File: src/hw/rtl/gifpb_pkg.sv
// Shared types, constants and codes for the GIF line palette blitter.
package gifpb_pkg;

  // Storage sizes
  localparam int unsigned SegMax     = 32;
  localparam int unsigned PalDepth   = 256;
  localparam int unsigned SEG_AW     = $clog2(SegMax);
  localparam int unsigned SEG_CW     = $clog2(SegMax + 1);
  localparam int unsigned PAL_AW     = (PalDepth > 1) ? $clog2(PalDepth) : 1;

  // Field widths
  localparam int unsigned DIM_W      = 13;
  localparam int unsigned COORD_W    = 16;
  localparam int unsigned COLOR_W    = 16;
  localparam int unsigned IDX_W      = 8;

  // Bus widths
  localparam int unsigned S_DATA_W   = 96;
  localparam int unsigned M_DATA_W   = 64;
  localparam int unsigned APB_AW     = 3;
  localparam int unsigned APB_DW     = 32;

  // Register reset values
  localparam logic [DIM_W-1:0] DISP_W_RST = 13'd320;
  localparam logic [DIM_W-1:0] DISP_H_RST = 13'd240;

  // Disposal method that restores to background
  localparam logic [2:0] DISPOSE_BG = 3'd2;

  // Input word kinds
  typedef enum logic [1:0] {
    KIND_PAL_WR = 2'd0,
    KIND_HEADER = 2'd1,
    KIND_PIXEL  = 2'd2,
    KIND_UNUSED = 2'd3
  } kind_e;

  // Result word kinds
  typedef enum logic {
    RES_WINDOW = 1'b0,
    RES_COLOR  = 1'b1
  } res_kind_e;

  // Register indexes
  typedef enum logic {
    REG_DISP_W = 1'b0,
    REG_DISP_H = 1'b1
  } reg_idx_e;

  // Control sequencer states
  typedef enum logic [2:0] {
    ST_IDLE,
    ST_LOOKUP,
    ST_COLOR,
    ST_FLUSH_WIN,
    ST_SEG_RD,
    ST_SEG_PUSH
  } state_e;

  // Panel geometry from the register block
  typedef struct packed {
    logic [DIM_W-1:0] disp_w;
    logic [DIM_W-1:0] disp_h;
  } cfg_t;

endpackage

File: src/hw/rtl/gifpb_cfg.sv
// APB register block holding the panel geometry.
module gifpb_cfg
  import gifpb_pkg::*;
(
  input  logic              clk_i,
  input  logic              rst_ni,
  input  logic              psel,
  input  logic              penable,
  input  logic              pwrite,
  input  logic [APB_AW-1:0] paddr,
  input  logic [APB_DW-1:0] pwdata,
  output logic [APB_DW-1:0] prdata,
  output logic              pready,
  output cfg_t              cfg_o
);

  logic [DIM_W-1:0] disp_w_q, disp_w_d;
  logic [DIM_W-1:0] disp_h_q, disp_h_d;
  logic             wr_en;
  reg_idx_e         reg_sel;

  assign pready  = 1'b1;
  assign wr_en   = psel & penable & pwrite & pready;
  assign reg_sel = reg_idx_e'(paddr[2]);

  // Register write decode
  always_comb begin
    disp_w_d = disp_w_q;
    disp_h_d = disp_h_q;
    if (wr_en) begin
      case (reg_sel)
        REG_DISP_W: disp_w_d = pwdata[DIM_W-1:0];
        REG_DISP_H: disp_h_d = pwdata[DIM_W-1:0];
        default: ;
      endcase
    end
  end

  always_ff @(posedge clk_i or negedge rst_ni) begin
    if (!rst_ni) begin
      disp_w_q <= DISP_W_RST;
      disp_h_q <= DISP_H_RST;
    end else begin
      disp_w_q <= disp_w_d;
      disp_h_q <= disp_h_d;
    end
  end

  // Read mux
  always_comb begin
    case (reg_sel)
      REG_DISP_W: prdata = {{(APB_DW-DIM_W){1'b0}}, disp_w_q};
      REG_DISP_H: prdata = {{(APB_DW-DIM_W){1'b0}}, disp_h_q};
      default:    prdata = '0;
    endcase
  end

  assign cfg_o.disp_w = disp_w_q;
  assign cfg_o.disp_h = disp_h_q;

endmodule

File: config.mk
export PLATFORM = sky130hd
export DESIGN_NAME = gifpb_cfg
export DESIGN_NICKNAME = d
export VERILOG_FILES = /design/src/hw/rtl/gifpb_pkg.sv /design/src/hw/rtl/gifpb_cfg.sv
export SDC_FILE = /design/constraint.sdc
export NUM_CORES = 1
export LEC_CHECK = 0
export BUFFER_PORTS_ARGS = -buffer_cell sky130_fd_sc_hd__buf_2
export CAP_MARGIN = 30
export CORE_MARGIN = 1
export CORE_UTILIZATION = 43
export DETAILED_ROUTE_END_ITERATION = 12
export PLACE_DENSITY_LB_ADDON = 0.25
export SLEW_MARGIN = 0
export SYNTH_ARGS = -nofsm -noshare
export SYNTH_HDL_FRONTEND = slang
export SYNTH_SLANG_ARGS = --single-unit
File: constraint.sdc
create_clock -name clk_i -period 2.2 [get_ports clk_i]
set_input_delay 0.11 -clock clk_i [delete_from_list [all_inputs] [get_ports clk_i]]
set_output_delay 0.11 -clock clk_i [all_outputs]
set_load 0.05 [all_outputs]
# Word-level counts from Yosys, hierarchy flattened
# Cells that the tools add are included.
word_totals:
  wordCells: 8
  regBits: 26
op_classes:
  n_bitwise: 3
  mux: 1
  n_reduce_logical: 2
ops:
  columns: ["op", "n"]
  rows:
  - ["$pmux W32 S2", 1]
  - ["$reduce_and A2 Y1", 2]
  - ["$and A1 B1 Y1", 2]
  - ["$not A1 Y1", 1]

# Depth between registers and ports, before layout
logic_depth:
  depth_word: 3
  mapped_depth: 3

# Worst setup path before layout
# No wires, ideal clock.
synth_timing:
  path_type: "register -> output"
  start: "reg disp_h_q[4]"
  end: "out prdata[4]"
  path_stages_with_launch: 2
  arrival_time_ns: 1.056
  required_ns: 2.090
  path_slack_ns: 1.034
  path_cell_list: "dfstp_2 -> mux2_2"
synth_between:
  elab_chain_len: 1
synth_rtl:
  columns: ["element", "line", "source"]
  rows:
  - ["start: declaration", "gifpb_cfg.sv:18", "logic [DIM_W-1:0] disp_h_q, disp_h_d;"]
  - ["start signal: assignment", "gifpb_cfg.sv:45", "disp_h_q <= disp_h_d;"]
  - ["$pmux W32 S2", "gifpb_cfg.sv:51", "case (reg_sel)"]
  - ["end: declaration", "gifpb_cfg.sv:12", "output logic [APB_DW-1:0] prdata,"]
# No other way between the ends. The select of a mux whose other input is x is not followed.

# Worst setup path after layout
layout_timing:
  start: "reg disp_w_q[6]"
  end: "out prdata[6]"
layout_between:
  elab_chain_len: 1
layout_rtl:
  columns: ["element", "line", "source"]
  rows:
  - ["start: declaration", "gifpb_cfg.sv:17", "logic [DIM_W-1:0] disp_w_q, disp_w_d;"]
  - ["start signal: assignment", "gifpb_cfg.sv:44", "disp_w_q <= disp_w_d;"]
  - ["$pmux W32 S2", "gifpb_cfg.sv:51", null]
# No other way between the ends. The select of a mux whose other input is x is not followed.

==> summary.md <==
| Metric | Value |
|---|---|
| Register area share after synthesis | `48.7%` |
| DIE HEIGHT | `58.1 um` |
| Cell row count | `19` |
| Worst slew pin tran | `0.631 ns` |
| Worst min path class | `primary input to flip-flop` |
| Crit share post-route | `63.4%` |
| Largest net degree at the start of global routing | `27` |
| Initial Util | `47.0%` |
| PwrDens | `1240 nW/um^2` |
| Post-DP HPWL | `1.78 mm` |
| Final #Nets | `193` |
| Worst ir drop on vdd | `602 uV` |
| Netlist cell types | `10` |
| Critical setup path kind | `flip-flop to primary output` |
| Synthesized area | `1350 sq um` |
| Pwr Total | `2.07 mW` |
| Drt pass-1 iters | `2` |
| TNS Setup | `0 ns` |
| Outcome | `complete, no violations` |
| Die outline width | `58.1 um` |
| Post-route DRC | `0` |
| Grt ovf | `0` |
| Mapped Cells | `92` |
| Register area | `658 sq um` |
| Vias per Instance | `4.52` |
| Number of global-route vias before repair | `804` |
| Cells along the critical path | `mux2_2, buf_2` |
| Post-DRT Antenna Nets | `0` |
| Resized Gates After CTS | `0` |
| Max-slew violations | `0` |
| Via Count | `877` |
| Share of cells above drive strength 1 | `71.1%` |
| R2r setup slk | `1.41 ns` |
| Worst Setup SP | `disp_w_q[6]` |
| H-tree Lvls | `1` |
| Min Tclk post-route | `1.40 ns` |
| Diode count | `0` |
| Setup violators final | `0` |
| Wire per inst | `12.6 um` |
| Crit path max-delay family | `flip-flops` |
| Gp weighted congestion | `0.615` |
| Finished Layout Cells | `194` |
| Core area | `2880 sq um` |
| Mean Syn Cell Area | `14.7 sq um` |
| Worst r2r src | `disp_w_q[5]` |
| Final wirelength | `2.45 mm` |
| Hold buffer count at cts | `1` |
| Final WS setup | `0.804 ns` |
| Gr usage total | `15.4%` |
| Clock root buffer | `clkbuf_4` |
| Critical Path Stages | `2` |
| Clk_skew | `0 ns` |
| Slowest library cell on the worst path | `dfstp_2` |
| First-pass GRT wire length | `3.86 mm` |
| Multi-input gate area | `588 sq um` |
| TritonCTS Buffers | `3` |
| I/O Buffers | `57` |
| Hold Path Origin | `pwdata[8]` |
| WP buf/inv | `1` |
| Setup crit start kind | `flip-flop` |
| Final Core Density | `58.3%` |
| Fmax | `716 MHz` |
| Slew headroom | `57.8%` |
| CP Data Arrival Time | `1.29 ns` |
| Worst setup EP type | `primary output` |
| Syn-to-layout area delta | `24.0%` |
| Worst Path Max Fanout | `3` |
| Post-CTS setup buffer count | `0` |
| Die footprint | `3370 sq um` |
| Reg2reg end | `disp_w_q[5]` |
| Max incr delay on CP | `0.57 ns` |
| Required time of the critical path | `2.09 ns` |
| Max-cap violations | `0` |
| Drt initial violations | `7` |
| #FFs+latches synth | `26` |
| Hold Violations, Final | `0` |
| Worst skew pair latency | `0.31 ns` |
| P_leak | `0.887 nW` |
| Clk sinks | `26` |
| Worst-path clk slew | `0.14 ns` |
| Initial antenna violation count | `0` |
| Ports | `99` |
| Unrepaired setup endpoints after global routing | `false` |
| Filler cell count | `255` |
| Reg2reg path depth | `1` |
| Pre-CTS setup slack | `0.519 ns` |
| Clock tree from TritonCTS | `built` |
| Worst setup path end | `prdata[6]` |
| Ys Warns | `0` |
| Maximum clock path buffer count | `2` |
| Placed cells | `186` |
-- cell usage in the layout (no fill, tap or decap) --
cell type / n
dfstp_2: 6
dlygate4sd3_1: 4
conb_1: 20
mux2_4: 10
bufinv_16: 1
clkbuf_4: 3
buf_2: 57
nand4b_4: 1
dfrtp_1: 20
nand4_2: 1
mux2_2: 29
-- kinds of logic after synthesis --
family | Yosys count | share of synthesized area (%)
buffers and inverters | 23 | 12.9
muxes | 39 | 35.2
other | 2 | 0.555
and+or+nand+nor | 2 | 2.68
DFF | 26 | 48.7
-- metrics by stage --
step                      area [sq um]  hold slack (ns)
after floorplan                   1420           -0.186
after global placement            1580            0.124
after detailed placement          1580            0.138
after CTS                         1650          0.00827
after global routing              1680         0.000819
final                             1680           0.0223
-- worst min path at each step --
stage                   to  cells after the start
2_1_floorplan  disp_h_q[0]                      0
3_3_place_gp   disp_h_q[3]                      1
3_5_place_dp   disp_h_q[3]                      1
4_1_cts        disp_h_q[3]                      2
5_1_grt        disp_h_q[7]                      2
6_report       disp_h_q[8]                      2
-- cells in the mapped netlist, drive strengths merged --
master | number | share of area (%)
mux2 | 39 | 35
buf | 23 | 13
dfrtp | 20 | 37
dfstp | 6 | 12
conb | 2 | 0.56
nand4 | 1 | 0.92
nand4b | 1 | 1.8
-- report_power, final --
| part | total [mW] | leakage (nW) | switching, mW | internal, mW |
|---|---|---|---|---|
| Clock | 0.324 | 0.0279 | 0.139 | 0.184 |
| Combinational | 1.07 | 0.556 | 0.799 | 0.275 |
| Sequential | 0.674 | 0.303 | 0.0733 | 0.601 |
| Total | 2.07 | 0.887 | 1.01 | 1.06 |
-- flip-flops by register name, summed over array words and instances, names as in the netlist --
register	flops
disp_h_q	13
disp_w_q	13
-- layer usage --
metal	GRT usage, %	routed length [um]	vias to the layer above
met5	0	0	-
met4	2.04	15	0
met3	5.80	184	2
met2	25.9	1190	50
met1	19.3	1060	425
li1	-	-	400
-- final cells by class --
type                            instances  area share, %
Timing Repair Buffer                   61           19.4
Sequential cell                        26           39.3
Clock buffer                            3           1.34
Clock inverter                          1           1.79
Multi-Input combinational cell         61           35.1
Tap cell                               42           3.13
(Power assumes the default switching activity.)
